$ cat src/rtl/wtk_pkg.sv
// Types and constants of the windowed top-k signal ranker
`timescale 1ns / 1ps

package wtk_pkg;

    localparam int TOP_COUNT = 5;
    localparam int IDX_W     = (TOP_COUNT > 1) ? $clog2(TOP_COUNT) : 1;
    localparam int COUNT_W   = 10;
    localparam int TIME_W    = 32;
    localparam int RSSI_W    = 8;
    localparam int TAG_W     = 8;
    localparam int RANK_W    = 3;
    localparam int MODE_W    = 2;

    localparam logic [MODE_W-1:0] MODE_START  = 2'd0;
    localparam logic [MODE_W-1:0] MODE_RECORD = 2'd1;
    localparam logic [MODE_W-1:0] MODE_REPORT = 2'd2;

    localparam logic [TIME_W-1:0] WINDOW_RESET = 32'd30000;

    typedef struct packed {
        logic signed [RSSI_W-1:0] rssi;
        logic                     rnd;
        logic [TAG_W-1:0]         tag;
    } entry_t;

    // Insertion chain, handed from cell i to cell i+1
    typedef struct packed {
        logic   take;
        logic   valid;
        entry_t entry;
    } ins_link_t;

    // Report chain, handed from cell i+1 to cell i
    typedef struct packed {
        logic   present;
        entry_t entry;
    } rep_link_t;

    typedef struct packed {
        logic clear;
        logic insert;
        logic snap;
        logic shift;
    } cell_ctl_t;

endpackage

$ cat src/rtl/wtk_cell.sv
// One rank cell: a list entry plus its report shadow
`timescale 1ns / 1ps

module wtk_cell
    import wtk_pkg::*;
(
    input  logic      clk,
    input  logic      rst_n,
    input  cell_ctl_t ctl,
    input  entry_t    new_entry,
    input  ins_link_t ins_prev,
    output ins_link_t ins_out,
    input  rep_link_t rep_next,
    output rep_link_t rep_out
);

    logic   valid_reg;
    logic   valid_next;
    entry_t entry_reg;
    entry_t entry_next;
    logic   present_reg;
    logic   present_next;
    entry_t rep_entry_reg;
    entry_t rep_entry_next;
    logic   take;

    // Valid entries form a prefix in descending order, so take is monotone
    // along the chain: the first taking cell loads the record, later ones shift.
    assign take = !valid_reg || (new_entry.rssi > entry_reg.rssi);

    assign ins_out.take  = take;
    assign ins_out.valid = valid_reg;
    assign ins_out.entry = entry_reg;

    assign rep_out.present = present_reg;
    assign rep_out.entry   = rep_entry_reg;

    always_comb
    begin
        valid_next = valid_reg;
        entry_next = entry_reg;
        priority if (ctl.clear)
        begin
            valid_next = 1'b0;
        end
        else if (ctl.insert && ins_prev.take)
        begin
            valid_next = ins_prev.valid;
            entry_next = ins_prev.entry;
        end
        else if (ctl.insert && take)
        begin
            valid_next = 1'b1;
            entry_next = new_entry;
        end
        else
        begin
            valid_next = valid_reg;
        end
    end

    always_comb
    begin
        present_next   = present_reg;
        rep_entry_next = rep_entry_reg;
        priority if (ctl.snap)
        begin
            present_next   = valid_reg;
            rep_entry_next = entry_reg;
        end
        else if (ctl.shift)
        begin
            present_next   = rep_next.present;
            rep_entry_next = rep_next.entry;
        end
        else
        begin
            present_next = present_reg;
        end
    end

    always_ff @(posedge clk or negedge rst_n)
    begin
        if (!rst_n)
        begin
            valid_reg   <= 1'b0;
            present_reg <= 1'b0;
        end
        else
        begin
            valid_reg   <= valid_next;
            present_reg <= present_next;
        end
    end

    always_ff @(posedge clk)
    begin
        entry_reg     <= entry_next;
        rep_entry_reg <= rep_entry_next;
    end

endmodule

$ cat src/rtl/wtk_sat_counter.sv
// Saturating record counter with synchronous clear
`timescale 1ns / 1ps

module wtk_sat_counter
    import wtk_pkg::*;
(
    input  logic               clk,
    input  logic               rst_n,
    input  logic               clear,
    input  logic               inc,
    output logic [COUNT_W-1:0] count
);

    logic [COUNT_W-1:0] count_reg;
    logic [COUNT_W-1:0] count_next;

    always_comb
    begin
        priority if (clear)
        begin
            count_next = '0;
        end
        else if (inc && (count_reg != {COUNT_W{1'b1}}))
        begin
            count_next = count_reg + COUNT_W'(1);
        end
        else
        begin
            count_next = count_reg;
        end
    end

    always_ff @(posedge clk or negedge rst_n)
    begin
        if (!rst_n)
        begin
            count_reg <= '0;
        end
        else
        begin
            count_reg <= count_next;
        end
    end

    assign count = count_reg;

endmodule

$ cat src/rtl/windowed_top_k_signal_ranker.sv
// Top level: one request per cycle unless stalled; a record enters the list when taken.
// A report request snapshots the list into the shadow chain; the first result shows the
// next cycle and one result per cycle follows (1..TOP_COUNT results) while out_ready holds.
// Records and pass starts keep flowing during a report; a second report request waits
// only until the last result of the one in flight is taken.
// Reset clears the list, the counters and pass time; the window register resets to 30000.
`timescale 1ns / 1ps

module windowed_top_k_signal_ranker
    import wtk_pkg::*;
(
    input  logic                     clk,
    input  logic                     rst_n,
    input  logic                     cfg_valid,
    output logic                     cfg_ready,
    input  logic [TIME_W-1:0]        cfg_data,
    input  logic                     in_valid,
    output logic                     in_ready,
    input  logic [MODE_W-1:0]        mode,
    input  logic [TIME_W-1:0]        now_time,
    input  logic [TIME_W-1:0]        last_seen,
    input  logic signed [RSSI_W-1:0] rssi,
    input  logic                     is_random,
    input  logic                     has_name,
    input  logic [TAG_W-1:0]         device_tag,
    output logic                     out_valid,
    input  logic                     out_ready,
    output logic                     entry_valid,
    output logic [RANK_W-1:0]        rank,
    output logic signed [RSSI_W-1:0] out_rssi,
    output logic                     out_random,
    output logic [TAG_W-1:0]         out_tag,
    output logic [COUNT_W-1:0]       total_count,
    output logic [COUNT_W-1:0]       random_count,
    output logic [COUNT_W-1:0]       named_count,
    output logic                     last
);

    logic [TIME_W-1:0]  window_reg;
    logic [TIME_W-1:0]  pass_time_reg;
    logic [TIME_W-1:0]  age;
    logic               in_window;
    logic               in_fire;
    logic               out_fire;
    logic               busy;
    logic               finishing;
    cell_ctl_t          ctl;
    entry_t             new_entry;
    ins_link_t          ins_in  [TOP_COUNT];
    ins_link_t          ins_out [TOP_COUNT];
    rep_link_t          rep_link [TOP_COUNT+1];
    logic [COUNT_W-1:0] total_seen;
    logic [COUNT_W-1:0] random_seen;
    logic [COUNT_W-1:0] named_seen;
    logic [COUNT_W-1:0] snap_total_reg;
    logic [COUNT_W-1:0] snap_random_reg;
    logic [COUNT_W-1:0] snap_named_reg;
    logic               empty_reg;
    logic               empty_next;
    logic [IDX_W-1:0]   rank_reg;
    logic [IDX_W-1:0]   rank_next;

    assign cfg_ready = 1'b1;

    always_ff @(posedge clk or negedge rst_n)
    begin
        if (!rst_n)
        begin
            window_reg    <= WINDOW_RESET;
            pass_time_reg <= '0;
        end
        else
        begin
            if (cfg_valid)
            begin
                window_reg <= cfg_data;
            end
            if (ctl.clear)
            begin
                pass_time_reg <= now_time;
            end
        end
    end

    assign busy      = rep_link[0].present || empty_reg;
    assign out_valid = busy;
    assign out_fire  = out_valid && out_ready;
    assign finishing = out_fire && last;

    // A report waits for the previous one to drain; other requests never stall.
    assign in_ready = !((mode == MODE_REPORT) && busy && !finishing);
    assign in_fire  = in_valid && in_ready;

    assign age       = pass_time_reg - last_seen;
    assign in_window = (age <= window_reg);

    assign ctl.clear  = in_fire && (mode == MODE_START);
    assign ctl.insert = in_fire && (mode == MODE_RECORD) && in_window;
    assign ctl.snap   = in_fire && (mode == MODE_REPORT);
    assign ctl.shift  = out_fire;

    assign new_entry.rssi = rssi;
    assign new_entry.rnd  = is_random;
    assign new_entry.tag  = device_tag;

    assign ins_in[0]          = '0;
    assign rep_link[TOP_COUNT] = '0;

    for (genvar i = 0; i < TOP_COUNT; i++)
    begin : g_cell
        if (i > 0)
        begin : g_link
            assign ins_in[i] = ins_out[i-1];
        end
        wtk_cell u_cell (
            .clk       (clk),
            .rst_n     (rst_n),
            .ctl       (ctl),
            .new_entry (new_entry),
            .ins_prev  (ins_in[i]),
            .ins_out   (ins_out[i]),
            .rep_next  (rep_link[i+1]),
            .rep_out   (rep_link[i])
        );
    end

    wtk_sat_counter u_total (
        .clk   (clk),
        .rst_n (rst_n),
        .clear (ctl.clear),
        .inc   (ctl.insert),
        .count (total_seen)
    );

    wtk_sat_counter u_random (
        .clk   (clk),
        .rst_n (rst_n),
        .clear (ctl.clear),
        .inc   (ctl.insert && is_random),
        .count (random_seen)
    );

    wtk_sat_counter u_named (
        .clk   (clk),
        .rst_n (rst_n),
        .clear (ctl.clear),
        .inc   (ctl.insert && has_name),
        .count (named_seen)
    );

    always_comb
    begin
        priority if (ctl.snap)
        begin
            empty_next = !ins_out[0].valid;
            rank_next  = '0;
        end
        else if (ctl.shift)
        begin
            empty_next = 1'b0;
            rank_next  = rank_reg + IDX_W'(1);
        end
        else
        begin
            empty_next = empty_reg;
            rank_next  = rank_reg;
        end
    end

    always_ff @(posedge clk or negedge rst_n)
    begin
        if (!rst_n)
        begin
            empty_reg <= 1'b0;
            rank_reg  <= '0;
        end
        else
        begin
            empty_reg <= empty_next;
            rank_reg  <= rank_next;
        end
    end

    always_ff @(posedge clk)
    begin
        if (ctl.snap)
        begin
            snap_total_reg  <= total_seen;
            snap_random_reg <= random_seen;
            snap_named_reg  <= named_seen;
        end
    end

    assign entry_valid  = !empty_reg;
    assign rank         = empty_reg ? '0 : RANK_W'(rank_reg);
    assign out_rssi     = empty_reg ? '0 : rep_link[0].entry.rssi;
    assign out_random   = empty_reg ? 1'b0 : rep_link[0].entry.rnd;
    assign out_tag      = empty_reg ? '0 : rep_link[0].entry.tag;
    assign total_count  = snap_total_reg;
    assign random_count = snap_random_reg;
    assign named_count  = snap_named_reg;
    assign last         = empty_reg || !rep_link[1].present;

endmodule

$ cat config.mk
export PLATFORM = sky130hd
export DESIGN_NAME = windowed_top_k_signal_ranker
export DESIGN_NICKNAME = d
export VERILOG_FILES = /design/src/rtl/wtk_pkg.sv /design/src/rtl/wtk_cell.sv /design/src/rtl/wtk_sat_counter.sv /design/src/rtl/windowed_top_k_signal_ranker.sv
export SDC_FILE = /design/constraint.sdc
export NUM_CORES = 1
export LEC_CHECK = 0
export BUFFER_PORTS_ARGS = -buffer_cell sky130_fd_sc_hd__buf_4
export CAP_MARGIN = 10
export CORE_MARGIN = 4
export CORE_UTILIZATION = 55
export CTS_CLUSTER_SIZE = 10
export DETAILED_ROUTE_END_ITERATION = 16
export PLACE_DENSITY = 0.75
export SLEW_MARGIN = 25
export SYNTH_ARGS = -nofsm -noshare
export SYNTH_HDL_FRONTEND = slang
export SYNTH_SLANG_ARGS = --single-unit
$ cat constraint.sdc
create_clock -name clk -period 7.7 [get_ports clk]
set_input_delay 1.925 -clock clk [delete_from_list [all_inputs] [get_ports clk]]
set_output_delay 1.925 -clock clk [all_outputs]
set_load 0.005 [all_outputs]
======== Word-level counts from Yosys, hierarchy flattened ========
Index checks and enable logic that the tools add are counted.
W data, S select, Z words.
storage, ports and cells
  input bits .............................. 121
  output and inout port bits .............. 55
  word-level logic and storage cells ...... 176
  bits in registers ....................... 308
operators by class
  add/subtract/negate cells ............... 5
  $lt $le $gt $ge ......................... 6
  equal/unequal tests ..................... 5
  reductions and logical operators ........ 54
  multiplexer cells ....................... 55
  bitwise logic cells ..................... 1
operators by type and width
  cell                     number
  $mux W17                 18
  $mux W10                 6
  $gt A8 B8 Y1             5
  $le A32 B32 Y1           1
  $sub A32 B32 Y32         1
  $add A10 B1 Y10 const B  3
  $ne A10 B10 Y1 const B   3
  $mux W1                  26
  $logic_and A1 B1 Y1      19
  $reduce_bool A2 Y1       9
  $mux W8                  2
  $reduce_bool A3 Y1       4
  $reduce_and A2 Y1        5
  $logic_not A1 Y1         9
  $mux W3                  3
  $logic_or A1 B1 Y1       7
  $add A3 B1 Y3 const B    1
  $eq A2 B1 Y1 const B     1
  $eq A2 B2 Y1 const B     1
  $logic_not A2 Y1         1
  $not A1 Y1               1

======== Logic depth before layout (Yosys ltp) ========
  depth after elaboration ................. 13
  mapped depth ............................ 23
  mapped depth without buffers ............ 20

======== Modules after synthesis ========
From an unflattened synthesis, not the netlist that was laid out.
second synthesis, totals
  cell total of the unflattened synthesis .. 1402
  area, all modules ....................... 16956.3 um^2
modules (own cells, without submodules)
  module                        times used  area an instance (um^2)  sequential area each (um^2)  cells an instance
  wtk_cell                      5           1819.2                   1071.0                       117
  windowed_top_k_signal_ranker  1           6253.5                   2611.3                       646
  wtk_sat_counter               3           535.5                    250.2                        57

======== Worst setup path after synthesis ========
Ideal clock, no wire load.
  kind .................................... input port to flip-flop
  from .................................... input port last_seen[0]
  to ...................................... register g_cell[4].u_cell.entry_reg (netlist bit g_cell[4].u_cell.ins_out[0]), enable pin
  library setup time ...................... 0.401 ns
  data required time ...................... 7.299 ns
  buffers on the path ..................... 2
  stages on the path ...................... 19
  path slack .............................. 0.666 ns
  data arrival time ....................... 6.633 ns
  path through ............................ ha_1 > fa_1 > and2b_1 > o2111ai_1 > a2111oi_0 > o21ai_0 > a21oi_1 > o41ai_1 > nand3_1 > o311ai_0 > ha_1 > nand4_1 > nor4_2 > nand3_1 > a22oi_2 > nand3_2 > buf_2 > clkbuf_1 > a31oi_1
between the ends
  cells in the longest elaborated chain, start to end .. 6
  elaborated cells on any way between the ends .. 7
  classes of those cells .................. add/sub: 1; order compare: 1; reduce/logical: 5
RTL lines
  item                                           RTL line                            source
  start, declared                                windowed_top_k_signal_ranker.sv:21  input logic [TIME_W-1:0] last_seen,
  $sub A32 B32 Y32 (*)                           windowed_top_k_signal_ranker.sv:94  assign age = pass_time_reg - last_seen;
  $le A32 B32 Y1 (*)                             windowed_top_k_signal_ranker.sv:95  assign in_window = (age <= window_reg);
  $logic_and A1 B1 Y1 (*)                        windowed_top_k_signal_ranker.sv:98  assign ctl.insert = in_fire && (mode == MODE_RECORD) && in_window;
  $logic_and A1 B1 Y1, on equally long branches  wtk_cell.sv:46, wtk_cell.sv:51
  $reduce_bool A2 Y1 (no source line) (*)        n/a
  $reduce_and A2 Y1 (no source line) (*)         n/a
  end signal, assigned                           wtk_cell.sv:98                      entry_reg <= entry_next;
  end, declared                                  wtk_cell.sv:19                      entry_t entry_reg;
Mark *: on every way between the ends. The rest lies on a longest branch, timed or not.
A chain may end at the register's enable or synchronous reset.

======== Worst setup path after layout ========
  from .................................... input port last_seen[0]
  to ...................................... register g_cell[1].u_cell.entry_reg (netlist bit g_cell[1].u_cell.ins_out[8]), enable pin
between the ends
  cells in the longest elaborated chain, start to end .. 6
  elaborated cells on any way between the ends .. 7
  classes of those cells .................. add/sub: 1; order compare: 1; reduce/logical: 5
RTL lines
  item                                           RTL line
  $sub A32 B32 Y32 (*)                           windowed_top_k_signal_ranker.sv:94
  $le A32 B32 Y1 (*)                             windowed_top_k_signal_ranker.sv:95
  $logic_and A1 B1 Y1 (*)                        windowed_top_k_signal_ranker.sv:98
  $logic_and A1 B1 Y1, on equally long branches  wtk_cell.sv:46, wtk_cell.sv:51
  $reduce_bool A2 Y1 (no source line) (*)        n/a
  $reduce_and A2 Y1 (no source line) (*)         n/a
  end signal, assigned                           wtk_cell.sv:98
  end, declared                                  wtk_cell.sv:19
Marked as above.

==> results.py <==
metrics = {
    "routing": {
        "drc": 0,
        "wl_per_cell_um": 18.5,
        "vias": 11300,
        "wirelength_um": 36700,
        "antenna_left": 0,
        "drtIter0Drc": 812,
        "dr.pass1.iters": 5,
        "avgViaCountPerCell": 5.71,
    },
    "floorplan": {
        "fp.dieW_um": 180,
        "rows": 62,
        "initial_core_util_pct": 56.3,
        "io_pins": 176,
        "die_height_um": 180,
        "die_area_um2": 32400,
        "coreArea_um2": 28900,
    },
    "clock_network": {
        "cts_setup_buffers": 0,
        "cts_buffer_depth": 3,
        "cts_resized": 0,
        "hold_buffers": 0,
        "clockRootBuffer": "clkbuf_16",
        "cts_buffers": 37,
        "clock_sinks": 308,
        "h-tree-depth": 2,
        "path_clk_slew_ns": 0.05,
        "cts_tree": "built",
        "clk_latency_ns": 0.52,
    },
    "logic_synthesis": {
        "synth_seq_cells": 308,
        "syn-mean-instance-area_um2": 11.7,
        "synthTopCellsByCount": "edfxtp_1 (200), nand2_1 (183), inv_1 (118), ha_1 (107), mux2_2 (102)",
        "post-synth-top-count-cell": "edfxtp_1",
        "yosysWarnings": 0,
        "synth_top_area_cell": "edfxtp_1",
        "synth-edff-count": 200,
        "ys_seq_area_share_pct": 53.5,
        "yosys.area.top_type_share_pct": 36.9,
        "synth_area_um2": 16300,
        "synth_flop_cell": "edfxtp_1",
        "syn_inst": 1393,
        "syn-num-nets": 1622,
        "synthTopCellsByArea": "edfxtp_1 (37%), dfrtp_1 (16%), ha_1 (8.2%), mux2_2 (7.1%), nand2_1 (4.2%)",
        "ys_types": 74,
        "async_flop_share_pct": 35.1,
    },
    "layout": {
        "diodes": 0,
        "fill_cells": 2172,
        "utilization_pct": 65.7,
        "nets": 1798,
        "design_area_um2": 19000,
        "area_growth_pct": 16.8,
        "drive_gt1_share_pct": 24.7,
    },
    "critical_path": {
        "cp.required_ns": 7.84,
        "critPathSlowestCell": "nand2_1",
        "crit_arrival_ns": 7.27,
        "slowest_delay_ns": 0.63,
        "crit_fanout": 19,
        "start_kind": "primary input",
        "end_kind": "register",
        "regToRegSetupSlack_ns": 1.73,
        "path_class": "in2reg",
        "path_cells": "buf_4 -> ha_1 -> fa_1 -> and2b_1 -> o2111ai_1 -> a2111oi_0 -> buf_4 -> o21ai_0 -> a21oi_1 -> o41ai_1 -> nand3_1 -> o311ai_0 -> ha_1 -> nand4_1 -> nor4_2 -> nand3_1 -> a22oi_2 -> and3_1 -> o21ai_4 -> nand2_1",
    },
    "global_routing": {
        "grt_max_degree": 86,
        "gr-total-overflow": 0,
        "grt_use_total_pct": 22.1,
        "grt_pass1_vias": 11300,
        "antenna_found_initial": 0,
        "grt_pass1_wl_um": 59300,
    },
    "place": {
        "dpl.hpwl_um": 25700,
        "io_buffers": 174,
        "gp_congestion": 0.929,
        "dpl_cell_area_um2": 17900,
    },
    "timing": {
        "final_hold_viol_count": 0,
        "fin_crit_sh_pct": 92.6,
        "rsz0062_at_grt": "no",
        "relSlewSlack_pct": 31.5,
        "min_period_ns": 7.13,
        "finalHoldWorstSlack_ns": 0.480,
        "setup_violations": 0,
        "skew_ns": 0.0142,
        "slew_viol_final": 0,
        "worst_slew_pin_slew_ns": 1.03,
        "clock.fmax_mhz": 140,
        "setup-tns-final_ns": 0,
    },
    "run_status": {
        "status": "complete, no violations",
    },
    "hold_path": {
        "holdCritPathClass": "reg2reg",
    },
    "power_and_ir_drop": {
        "power_density_nw_per_um2": 257,
        "peakVddDrop_v": 0.000165,
        "p_leak_nw": 8.38,
    },
    "flow_run": {
        "drv_cap": 0,
    },
}
critical path: cells and delay by family:
family | cells | cell delay [ns]
buffers and inverters | 2 | 0.32
AO/OA/AOI/OAI | 8 | 1.98
AND/OR/NAND/NOR | 7 | 2.10
adder cells (fa/ha/maj) | 3 | 0.94
cells in the final DEF, fill, tap and decap left out, types with 43 or more instances in the layout:
master / count
o21ai_0: 77
buf_4: 183
mux2_2: 102
ha_1: 107
dfrtp_1: 101
edfxtp_1: 200
inv_1: 117
nand2_1: 182
a21oi_1: 52
nor2_1: 43
final timing paths:
kind / start / end / cells past startpoint
hold / removal: pass_time_reg[15] / pass_time_reg[15] / 2
min in group asynchronous: rst_n / pass_time_reg[14] / 1
setup reg to reg: pass_time_reg[0] / g_cell[1].u_cell.ins_out[8] / 20
setup / recovery: last_seen[0] / g_cell[1].u_cell.ins_out[8] / 20
hold reg to reg: pass_time_reg[15] / pass_time_reg[15] / 2
max in group asynchronous: rst_n / u_random.count[0] / 2
per-layer routing:
layer	GRT usage (%)	share of wire, %	vias to the layer above
met3	4.70	7.7	82
met4	6.99	2.9	0
met5	0	0	-
met2	35.6	47	438
met1	30.5	42	5390
li1	-	-	5385
report_power, final:
part	switching, mW	internal, mW	leakage (nW)
registers	0.122	2.06	3.26
logic	0.618	0.520	4.60
clock network	0.651	0.925	0.520
total	1.39	3.50	8.38
cell families after synthesis:
logic type	count (synthesis)	synth area share, %
compound gates	244	9.88
xor+xnor	27	1.45
fa+ha+maj	108	8.34
buf+inv	164	4.17
flops	308	53.5
mux	149	11.0
other cells	1	0.0230
simple gates	392	11.6
through the flow:
step	power [mW]	setup WS (ns)	instances
2_1_floorplan	2.96	0.666	1393
3_3_place_gp	3.29	0.190	1914
3_5_place_dp	3.34	0.0925	1914
4_1_cts	4.93	0.643	1977
5_1_grt	5.16	0.238	1977
6_report	4.89	0.574	1977
cell type report:
| class | count | area, um2 | area share (%) |
|---|---|---|---|
| tap | 384 | 480 | 2.53 |
| multi-input combinational | 921 | 6920 | 36.4 |
| timing repair buffer | 183 | 1370 | 7.23 |
| inverter | 118 | 444 | 2.34 |
| clock inverter | 4 | 41.3 | 0.217 |
| clock buffer | 59 | 1040 | 5.46 |
| sequential | 308 | 8720 | 45.9 |
No activity file was read; power rests on OpenSTA's default activity.
